File: src/design/p1305_pkg.sv
`default_nettype none
package p1305_pkg;
	localparam logic [63:0] CLAMP_LOW  = 64'h0ffffffc0fffffff;
	localparam logic [63:0] CLAMP_HIGH = 64'h0ffffffc0ffffffc;

	localparam logic [1:0] REG_R_LOW  = 2'd0;
	localparam logic [1:0] REG_R_HIGH = 2'd1;
	localparam logic [1:0] REG_S_LOW  = 2'd2;
	localparam logic [1:0] REG_S_HIGH = 2'd3;

	typedef enum logic [2:0] {
		ST_IDLE,
		ST_MUL,
		ST_SETTLE,
		ST_FINAL,
		ST_OUT
	} state_t;

	typedef struct packed {
		logic load;
		logic mac;
		logic settle;
		logic finish;
		logic [2:0] col;
		logic [2:0] row;
	} cmd_t;

	typedef struct packed {
		logic absorb;
		logic last;
	} sts_t;
endpackage
`default_nettype wire

File: src/design/p1305_ctrl.sv
`default_nettype none
module p1305_ctrl (
	input  wire logic         clk,
	input  wire logic         arst_n,
	input  wire logic         in_valid,
	output logic              in_ready,
	output logic              out_valid,
	input  wire logic         out_ready,
	input  wire p1305_pkg::sts_t sts,
	output p1305_pkg::cmd_t   cmd
);
	import p1305_pkg::*;

	state_t state_q, state_d;
	logic [2:0] col_q, col_d, row_q, row_d;
	logic [1:0] pass_q, pass_d;

	always_ff @(posedge clk or negedge arst_n) begin
		if (!arst_n) begin
			state_q <= ST_IDLE;
			col_q <= '0;
			row_q <= '0;
			pass_q <= '0;
		end else begin
			state_q <= state_d;
			col_q <= col_d;
			row_q <= row_d;
			pass_q <= pass_d;
		end
	end

	always_comb begin
		state_d = state_q;
		col_d = col_q;
		row_d = row_q;
		pass_d = pass_q;
		cmd = '0;
		cmd.col = col_q;
		cmd.row = row_q;
		in_ready = 1'b0;
		out_valid = 1'b0;
		case (state_q)
			ST_IDLE: begin
				in_ready = 1'b1;
				if (in_valid) begin
					cmd.load = 1'b1;
					col_d = '0;
					row_d = '0;
					if (sts.absorb) state_d = ST_MUL;
					else if (sts.last) state_d = ST_FINAL;
				end
			end
			ST_MUL: begin
				cmd.mac = 1'b1;
				if (row_q == 3'd4) begin
					row_d = '0;
					if (col_q == 3'd4) begin
						pass_d = '0;
						state_d = ST_SETTLE;
					end else col_d = col_q + 3'd1;
				end else row_d = row_q + 3'd1;
			end
			ST_SETTLE: begin
				cmd.settle = 1'b1;
				pass_d = pass_q + 2'd1;
				if (pass_q == 2'd2) state_d = sts.last ? ST_FINAL : ST_IDLE;
			end
			ST_FINAL: begin
				cmd.finish = 1'b1;
				state_d = ST_OUT;
			end
			ST_OUT: begin
				out_valid = 1'b1;
				if (out_ready) state_d = ST_IDLE;
			end
			default: state_d = ST_IDLE;
		endcase
	end
endmodule
`default_nettype wire

File: config.mk
export PLATFORM = sky130hd
export DESIGN_NAME = p1305_ctrl
export DESIGN_NICKNAME = d
export VERILOG_FILES = /design/src/design/p1305_pkg.sv /design/src/design/p1305_ctrl.sv
export SDC_FILE = /design/constraint.sdc
export NUM_CORES = 1
export LEC_CHECK = 0
export BUFFER_PORTS_ARGS = -buffer_cell sky130_fd_sc_hd__buf_4
export CAP_MARGIN = 20
export CORE_MARGIN = 2
export CORE_UTILIZATION = 45
export DETAILED_ROUTE_END_ITERATION = 8
export PLACE_DENSITY_LB_ADDON = 0.12
export SETUP_SLACK_MARGIN = 0.4
export SLEW_MARGIN = 5
export SYNTH_ARGS = -nofsm -noshare
export SYNTH_HDL_FRONTEND = slang
export SYNTH_SLANG_ARGS = --single-unit
File: constraint.sdc
create_clock -name clk -period 1.5 [get_ports clk]
set_input_delay 0.225 -clock clk [delete_from_list [all_inputs] [get_ports clk]]
set_output_delay 0.225 -clock clk [all_outputs]
set_load 0.03 [all_outputs]
# Yosys cells after proc, flatten, opt, wreduce, memory -nomap -nowiden
# Cells that the tools add are included.
dict set report classes {
  addsub 3
  mul 0
  n_div 0
  order_cmp 0
  eq_ne 14
  n_shift 0
  mux 25
  bitwise_logic 0
  reduce_logical 7
}
# cell n
set ops {}
lappend ops {{2-to-1 mux 3 bit} 11}
lappend ops {{case mux 3 bit (5 select lines)} 1}
lappend ops {{inequality test 2 bit (second input constant)} 6}
lappend ops {{case mux 3 bit (2 select lines)} 2}
lappend ops {{== test 3 bit (second input constant)} 3}
lappend ops {{2-to-1 mux 1 bit} 7}
lappend ops {{adder 3 x 1 -> 3 bit (second input constant)} 2}
lappend ops {{== test 3 x 2 -> 1 bit (second input constant)} 2}
lappend ops {{2-to-1 mux 2 bit} 3}
lappend ops {{AND reduction 6 bit} 1}
lappend ops {{case mux 2 bit (2 select lines)} 1}
lappend ops {{AND reduction 4 bit} 1}
lappend ops {{nonzero test 2 bit} 2}
lappend ops {{== test 3 x 1 -> 1 bit (second input constant)} 1}
lappend ops {{zero test 3 bit} 1}
lappend ops {{inequality test 3 bit (second input constant)} 1}
lappend ops {{AND reduction 3 bit} 1}
lappend ops {{adder 2 x 1 -> 2 bit (second input constant)} 1}
lappend ops {{== test 2 bit (second input constant)} 1}
lappend ops {{AND reduction 2 bit} 1}
dict set report totals {
  regBits 11
  latchBits 0
  ram_bits 0
  romBits 0
  in_bits 6
  output_inout_bits 12
  word_cells 53
  mem_count 0
}

# Longest topological paths before layout
# Gate-level depths: netlist (run 1).
dict set report logic_depth {
  ltp_word 4
  depth_mapped 6
}

# Worst setup path after synthesis (run 1)
# OpenSTA, ideal clock, no wires.
dict set report synth_timing {
  path_kind {reg-to-output}
  start {register state_q[1]}
  end {output port cmd[9] (netlist bit)}
  arrival_time_ns 1.509
  t_required_ns 1.275
  slack_ns -0.234
  stages_incl_launch_ff 4
  path_cell_list {dfrtp_1 > or2_4 > nor2_1 > and2_1}
}
# element line_no
set synth_rtl {}
lappend synth_rtl {{start: declaration} p1305_ctrl.sv:14} ;# state_t state_q, state_d;
lappend synth_rtl {{start signal: assignment} p1305_ctrl.sv:25} ;# state_q <= state_d;
lappend synth_rtl {{end: declaration} p1305_ctrl.sv:10} ;# output p1305_pkg::cmd_t cmd

==> reports/summary.txt, run 1 <==
final instance area -> 0.00127 mm2
clock skew -> 0.00248 ns
DIE AREA -> 0.00185 mm2
endpoints failing hold -> 0
fillers -> 69
initial antenna violation count -> 0
grt total ovfl -> 0
fin cells -> 137
DP HPWL -> 1130 um
WS Path Type -> flip-flop to output pin
violated checks -> negative setup slack
Area Growth Syn to Fin -> 85.4%
post-synthesis cell type count -> 25
worst IR drop on VDD -> 0.00192 V
placed cells -> 110
Root Buffer -> clkbuf_4
pre-CTS setup slack -> 0.0271 ns
Mapped Nets -> 85
post-synthesis register bit count -> 11
startpoint types -> flip-flop
commonest non-fill, non-tap cell in the layout -> buf_6
placed inst area -> 908 um2
CP arrival -> 1.37 ns
core area -> 0.00147 mm2
Clk Latency, worst-skew pair -> 0.27 ns
required time of the worst setup path -> 1.27 ns
R2R cell count -> 6
largest net degree at the start of global routing -> 12
first-pass GRT wire length -> 3220 um
vias in the first global route -> 762
I/O Buffers -> 17
DR pass1 iterations -> 4
WL/cell -> 18.0 um
WHS Path Cells -> 3
worst hold slack -> 0.262 ns
Final setup viols -> 9
Vias/cell -> 5.72
Hold EP -> state_q[2]$_DFFE_PN0P_
final period utilization -> 106%
CTS sink count -> 11
DRC -> 0
Die Width -> 43.0 um
RR Startpoint -> state_q[2]$_DFFE_PN0P_
via count -> 784
PwrDens -> 2530 mW/mm2
fin. max-slew vios -> 0
most frequent cells in the layout -> buf_6 (25), buf_4 (18), nand2_1 (9)
Die Span Y -> 43.0 um
GRT Overall Usage -> 23.8%
syn_area_per_cell -> 9.27 um2
Worst-path clk slew -> 0.08 ns
reg-to-reg slack, setup -> -0.09 ns
Setup TNS -> -0.509 ns
CTS tree -> yes
Max Cap Viol -> 0
routability cong. -> 0.743
DRT Wirelength -> 2460 um
share of layout cells above drive strength 1 -> 66.9%
TritonCTS buffer count -> 3
synth warn -> 0
Initial Utilization -> 46.6%
Ports -> 18
ANT nets after route -> 0
sequential area share after synthesis -> 40.1%
# diodes -> 0
hold path start -> out_ready
Slew @ Worst Pin -> 0.358 ns
Nets -> 133
Crit Path Max Fanout -> 5
Worst Setup End Kind -> output pin
Syn Std Cell Area -> 686 um2
crit path time final -> 1.59 ns
Syn Inst Count -> 74
drt initial violations -> 16
Max-slew headroom -> 75.9%
LEAKAGE -> 0.608 nW
cell row count -> 14
worst setup margin -> -0.0912 ns
RSZ-0062 raised after global routing -> yes
status -> finished, violations left
Util after Layout -> 86.4%
depth of the CTS H-tree -> 1
FMAX -> 628 MHz
Max Root-Sink Buffers -> 2
Power Total -> 3.22 mW
worst r2r dst -> pass_q[0]$_DFFE_PN0P_
Hold Crit Class -> input pin to flip-flop
==> worst max-delay path by stage <==
stage,cells past startpoint,start,to
5_1_grt,4,state_q[2]$_DFFE_PN0P_,cmd[9]
3_5_place_dp,6,row_q[1]$_DFFE_PN0P_,col_q[0]$_DFFE_PN0P_
3_3_place_gp,6,row_q[1]$_DFFE_PN0P_,col_q[0]$_DFFE_PN0P_
2_1_floorplan,6,row_q[1]$_DFFE_PN0P_,col_q[0]$_DFFE_PN0P_
6_report,4,state_q[1]$_DFFE_PN0P_,cmd[8]
4_1_cts,3,state_q[2]$_DFFE_PN0P_,cmd[7]
==> flip-flops by register name, summed over array words and instances, names as in the netlist <==
name / count
col_q: 3
pass_q: 2
row_q: 3
state_q: 3
==> power by group <==
group          leakage [nW]  switching [mW]  total [mW]  internal, mW
combinational         0.461            1.20        2.42          1.22
sequential            0.132           0.145       0.585         0.439
clock                0.0150           0.114       0.217         0.103
==> per-layer routing <==
metal | GRT usage [%] | part of all wire (%) | routed length [um]
met1 | 27.0 | 40 | 983
met2 | 39.4 | 51 | 1250
met3 | 4.26 | 3.7 | 92
met4 | 17.6 | 5.8 | 142
met5 | 0 | 0 | 0
==> layout make-up <==
type / instances / area (um2) / share of cell area (%)
Multi-Input combinational cell: 52 / 473 / 37.2
Timing Repair Buffer: 44 / 427 / 33.6
Inverter: 10 / 41.3 / 3.25
Clock buffer: 4 / 26.3 / 2.07
Tap cell: 16 / 20.0 / 1.57
Sequential cell: 11 / 284 / 22.3
==> cells in the mapped netlist, drive strengths merged <==
library cell,count,area (um2)
o211ai,2,15.0
nor3b,2,15.0
mux2,1,15.0
nand4,1,6.26
a21o,1,7.51
or2,1,8.76
nand2,11,41.3
o22ai,1,6.26
o41ai,1,16.3
o31ai,1,12.5
a21oi,3,18.8
ha,5,62.6
mux2i,1,10.0
and3b,1,10.0
o21ai,7,35.0
a41o,1,10.0
nor2,5,18.8
a22o,4,35.0
and2,2,12.5
or3b,1,11.3
buf,1,5.00
inv,10,37.5
dfrtp,11,275
==> logic make-up after synthesis <==
family	share of synthesized area (%)
adders and majority gates	9.12
muxes	3.65
AOI/OAI and AO/OA	22.8
buffers and inverters	6.20
DFF	40.1
and+or+nand+nor	18.1
==> critical path: stages (launching register included) <==
cell and delay, ns:
dfrtp_2 0.46, nor2_2 0.25, nand2_2 0.12, inv_2 0.10, buf_4 0.17
==> repair_timing <==
| action | in CTS | in global routing |
|---|---|---|
| pin swaps | 11 | 7 |
| hold buffers | 1 | 0 |
| cloned | 0 | 0 |
| buffers inserted | 17 | 5 |
| endpoints found under the hold margin | 11 | 0 |
| endpoints found under the setup margin | 21 | 23 |
| gates resized for setup | 32 | 14 |
Note: power is estimated with default switching activity, not from simulation.
==> run 2, diff against run 1 <==
Settings changed: CORE_ASPECT_RATIO from default to 1.1, PLACE_DENSITY from default to 0.72, PLACE_DENSITY_LB_ADDON 0.12 to default.
==> reports/summary.txt, run 2 (synthesis results as in run 1) <==
global routing's busiest layer -> met2
RSZ-0062 raised after global routing -> yes
Slew @ Worst Pin -> 0.321 ns
FMAX -> 627 MHz
CP Launch Point -> state_q[2]$_DFFE_PN0P_
Root Buffer -> clkbuf_4
TritonCTS buffer count -> 3
required time of the worst setup path -> 1.27 ns
worst setup margin -> -0.0961 ns
multi-input logic area -> 479 um2
commonest non-fill, non-tap cell in the layout -> buf_4
LEAKAGE -> 0.632 nW
DRC -> 0
met1 usage -> 31.8%
Register Area -> 283 um2
WS Path Type -> flip-flop to output pin
WL/cell -> 20.2 um
startpoint types -> flip-flop
placed inst area -> 901 um2
DP HPWL -> 1120 um
Largest regs -> col_q (3), row_q (3), state_q (3)
status -> finished, violations left
Area Growth Syn to Fin -> 89.4%
fin. max-slew vios -> 0
hold path start -> out_ready
GR Util met3 -> 9.85%
CP arrival -> 1.37 ns
cell row count -> 14
share of layout cells above drive strength 1 -> 65.6%
RR Startpoint -> state_q[2]$_DFFE_PN0P_
first-pass GRT wire length -> 3480 um
depth of the CTS H-tree -> 1
DRT Wirelength -> 2850 um
worst IR drop on VDD -> 0.00184 V
Max Cap Viol -> 0
worst hold slack -> 0.247 ns
reg-to-reg slack, setup -> -0.04 ns
GRT Overall Usage -> 29.4%
CTS sink count -> 11
initial antenna violation count -> 0
Vias/cell -> 5.77
Max Root-Sink Buffers -> 2
Final setup viols -> 9
Worst Setup End Kind -> output pin
grt met2 use -> 49.1%
Util after Layout -> 92.7%
Die Span Y -> 44.9 um
clock skew -> 0.00395 ns
Hold Crit Class -> input pin to flip-flop
ANT nets after route -> 0
I/O Buffers -> 17
largest net degree at the start of global routing -> 12
most frequent cells in the layout -> buf_4 (24), buf_6 (23), nand2_1 (9)
DR pass1 iterations -> 4
core area -> 0.00140 mm2
endpoints failing hold -> 0
# diodes -> 0
violated checks -> negative setup slack
Max-slew headroom -> 78.4%
PwrDens -> 2530 mW/mm2
final period utilization -> 106%
crit path time final -> 1.60 ns
vias in the first global route -> 777
DIE AREA -> 0.00185 mm2
final instance area -> 0.00130 mm2
fillers -> 52
via count -> 814
CTS tree -> yes
Ports -> 18
grt total ovfl -> 0
routability cong. -> 0.702
Nets -> 137
Worst-path clk slew -> 0.08 ns
Die Width -> 41.2 um
Clk Latency, worst-skew pair -> 0.29 ns
Initial Utilization -> 48.9%
Crit Path Max Fanout -> 4
drt initial violations -> 35
-- run 2: layout make-up --
type / count / area share [%]
inverters: 10 / 3.18
well taps: 16 / 1.54
repair buffers: 48 / 34.6
clock buffers: 4 / 2.02
multi-input cells: 52 / 36.9
flip-flops and latches: 11 / 21.8
-- run 2: path summary, 6_finish.rpt --
check	to	depth (start not counted)
max reg2reg	col_q[0]$_DFFE_PN0P_	6
min in group asynchronous	col_q[2]$_DFFE_PN0P_	2
max	cmd[7]	3
max in group asynchronous	row_q[0]$_DFFE_PN0P_	2
min	state_q[2]$_DFFE_PN0P_	3
min reg2reg	pass_q[0]$_DFFE_PN0P_	1
-- run 2: critical path: stages (launching register included) --
cell and delay (ns):
dfrtp_1 0.43, or3b_4 0.44, clkinvlp_4 0.08, buf_6 0.12
-- run 2: timing repair --
item,CTS,global route
hold buffers,1,0
resized for setup,30,11
pin swaps,12,8
endpoints found under the hold margin,11,0
buffers inserted,20,7
setup endpoints to repair,22,22
-- run 2: where the power goes --
part | internal, mW | switching, mW
combinational | 1.25 | 1.22
clock | 0.104 | 0.127
sequential | 0.437 | 0.147
-- run 2: metal layers --
metal	up-vias	wire length, um
met3	15	203
met1	382	1100
met2	55	1450
met4	0	92
met5	-	0
li1	362	-
-- run 2: stage by stage --
step	TNS, ns	power, mW	std cells	setup slack [ns]
after global placement	0	1.99	109	0.0661
after CTS	-0.0654	2.86	134	-0.0358
after detailed placement	0	2.02	109	0.0367
final	-0.472	3.29	141	-0.0961
after floorplan	-0.0230	1.58	74	-0.0230
after global routing	-0.583	3.42	141	-0.127
==> run 3, diff against run 2 <==
Settings changed: CORE_UTILIZATION 45 to 32, PLACE_DENSITY 0.72 to default.
==> reports/summary.txt, run 3 (synthesis results as in run 1) <==
RSZ-0062 raised after global routing -> yes
worst IR drop on VDD -> 0.00133 V
WS Path Type -> flip-flop to output pin
required time of the worst setup path -> 1.27 ns
vias in the first global route -> 743
Die Span Y -> 52.5 um
hold path start -> out_ready
violated checks -> negative setup slack
grt total ovfl -> 0
Area Growth Syn to Fin -> 98.7%
Crit Path Max Fanout -> 4
Worst Setup End Kind -> output pin
Max-slew headroom -> 78.1%
I/O Buffers -> 17
Power Total -> 3.35 mW
Register Area -> 287 um2
initial antenna violation count -> 0
Die Width -> 48.1 um
WHS Path Cells -> 3
largest net degree at the start of global routing -> 12
Util after Layout -> 67.4%
Slew @ Worst Pin -> 0.325 ns
share of layout cells above drive strength 1 -> 68.2%
R2R cell count -> 5
Final setup viols -> 7
Worst-path clk slew -> 0.07 ns
status -> finished, violations left
first-pass GRT wire length -> 3330 um
Vias/cell -> 5.04
FMAX -> 626 MHz
Max Cap Viol -> 0
Setup TNS -> -0.361 ns
fin. max-slew vios -> 0
placed cells -> 123
drt initial violations -> 16
crit path time final -> 1.60 ns
core area -> 0.00202 mm2
commonest non-fill, non-tap cell in the layout -> buf_4
DRC -> 0
fin cells -> 157
Clk Latency, worst-skew pair -> 0.28 ns
GRT Overall Usage -> 19.5%
CTS tree -> yes
startpoint types -> flip-flop
DP HPWL -> 1140 um
endpoints failing hold -> 0
# diodes -> 0
ANT nets after route -> 0
TritonCTS buffer count -> 3
PwrDens -> 2460 mW/mm2
CP Launch Point -> state_q[0]$_DFFE_PN0P_
CP arrival -> 1.37 ns
Ports -> 18
RR Startpoint -> state_q[2]$_DFFE_PN0P_
Hold Crit Class -> input pin to flip-flop
Nets -> 141
LEAKAGE -> 0.663 nW
Hold EP -> state_q[2]$_DFFE_PN0P_
worst r2r dst -> col_q[2]$_DFFE_PN0P_
via count -> 792
cell row count -> 17
Root Buffer -> clkbuf_4
CTS sink count -> 11
WL/cell -> 15.0 um
Initial Utilization -> 33.9%
Max Root-Sink Buffers -> 2
Largest regs -> col_q (3), row_q (3), state_q (3)
DR pass1 iterations -> 4
DIE AREA -> 0.00253 mm2
multi-input logic area -> 487 um2
clock skew -> 0.00173 ns
fillers -> 141
DRT Wirelength -> 2360 um
worst setup margin -> -0.0969 ns
reg-to-reg slack, setup -> -0.03 ns
final period utilization -> 106%
most frequent cells in the layout -> buf_4 (26), buf_6 (25), nand2_1 (9), dfrtp_2 (9), inv_1 (6)
routability cong. -> 0.770
depth of the CTS H-tree -> 1
-- run 3: changes by cell type in the layout (fill, tap and decap cells not counted), moves of 2 or more --
| cell | change |
|---|---|
| o21ai_0 | -2 |
| buf_6 | +2 |
| dfrtp_1 | -3 |
| o21ai_2 | +2 |
| dfrtp_2 | +3 |
| buf_4 | +2 |
-- run 3: worst max-delay path by stage --
stage,slack [ns],end,cells past startpoint
6_report,-0.1,cmd[7],3
4_1_cts,-0.07,cmd[7],3
2_1_floorplan,-0.02,col_q[0]$_DFFE_PN0P_,6
5_1_grt,-0.14,cmd[9],4
3_3_place_gp,0.09,col_q[0]$_DFFE_PN0P_,6
3_5_place_dp,0.07,col_q[0]$_DFFE_PN0P_,6
-- run 3: per-stage QoR --
stage                     hold slack (ns)  area, um2  worst slack [ns]
after floorplan                   -0.0706        738           -0.0230
after global placement             0.0701        931            0.0919
after detailed placement           0.0693        931            0.0681
after CTS                           0.218       1240           -0.0742
after global routing                0.221       1360            -0.138
final                               0.231       1360           -0.0969
-- run 3: repair_timing --
action / CTS / global route
pin swaps: 10 / 13
endpoints found under the setup margin: 22 / 22
setup buffers: 19 / 10
resized for setup: 39 / 9
hold buffers: 1 / 0
endpoints found under the hold margin: 11 / 0
-- run 3: layout make-up --
class	count	share of cell area, %
multi-input combinational	52	35.7
inverter	10	3.03
timing repair buffer	52	35.7
sequential	11	21.0
tap	28	2.57
clock buffer	4	1.93
-- run 3: report_power, final --
part           internal (mW)  leakage [nW]  total [mW]  switching [mW]
clock                  0.103        0.0150       0.214           0.110
combinational           1.33         0.518        2.54            1.21
sequential             0.445         0.130       0.595           0.150
total                   1.88         0.663        3.35            1.47
-- run 3: per-layer routing --
metal | vias up | GRT usage (%) | part of all wire (%) | wire (um)
li1 | 369 | - | - | -
met1 | 390 | 21.7 | 41 | 968
met2 | 26 | 33.6 | 53 | 1250
met3 | 7 | 4.14 | 3.9 | 92
met4 | 0 | 9.46 | 1.9 | 44
met5 | - | 0 | 0 | 0
-- run 3: worst max-delay path, cell delays in order (launching register included) --
cell	delay (ns)
dfrtp_2	0.46
or3b_4	0.44
clkinvlp_4	0.08
buf_6	0.12
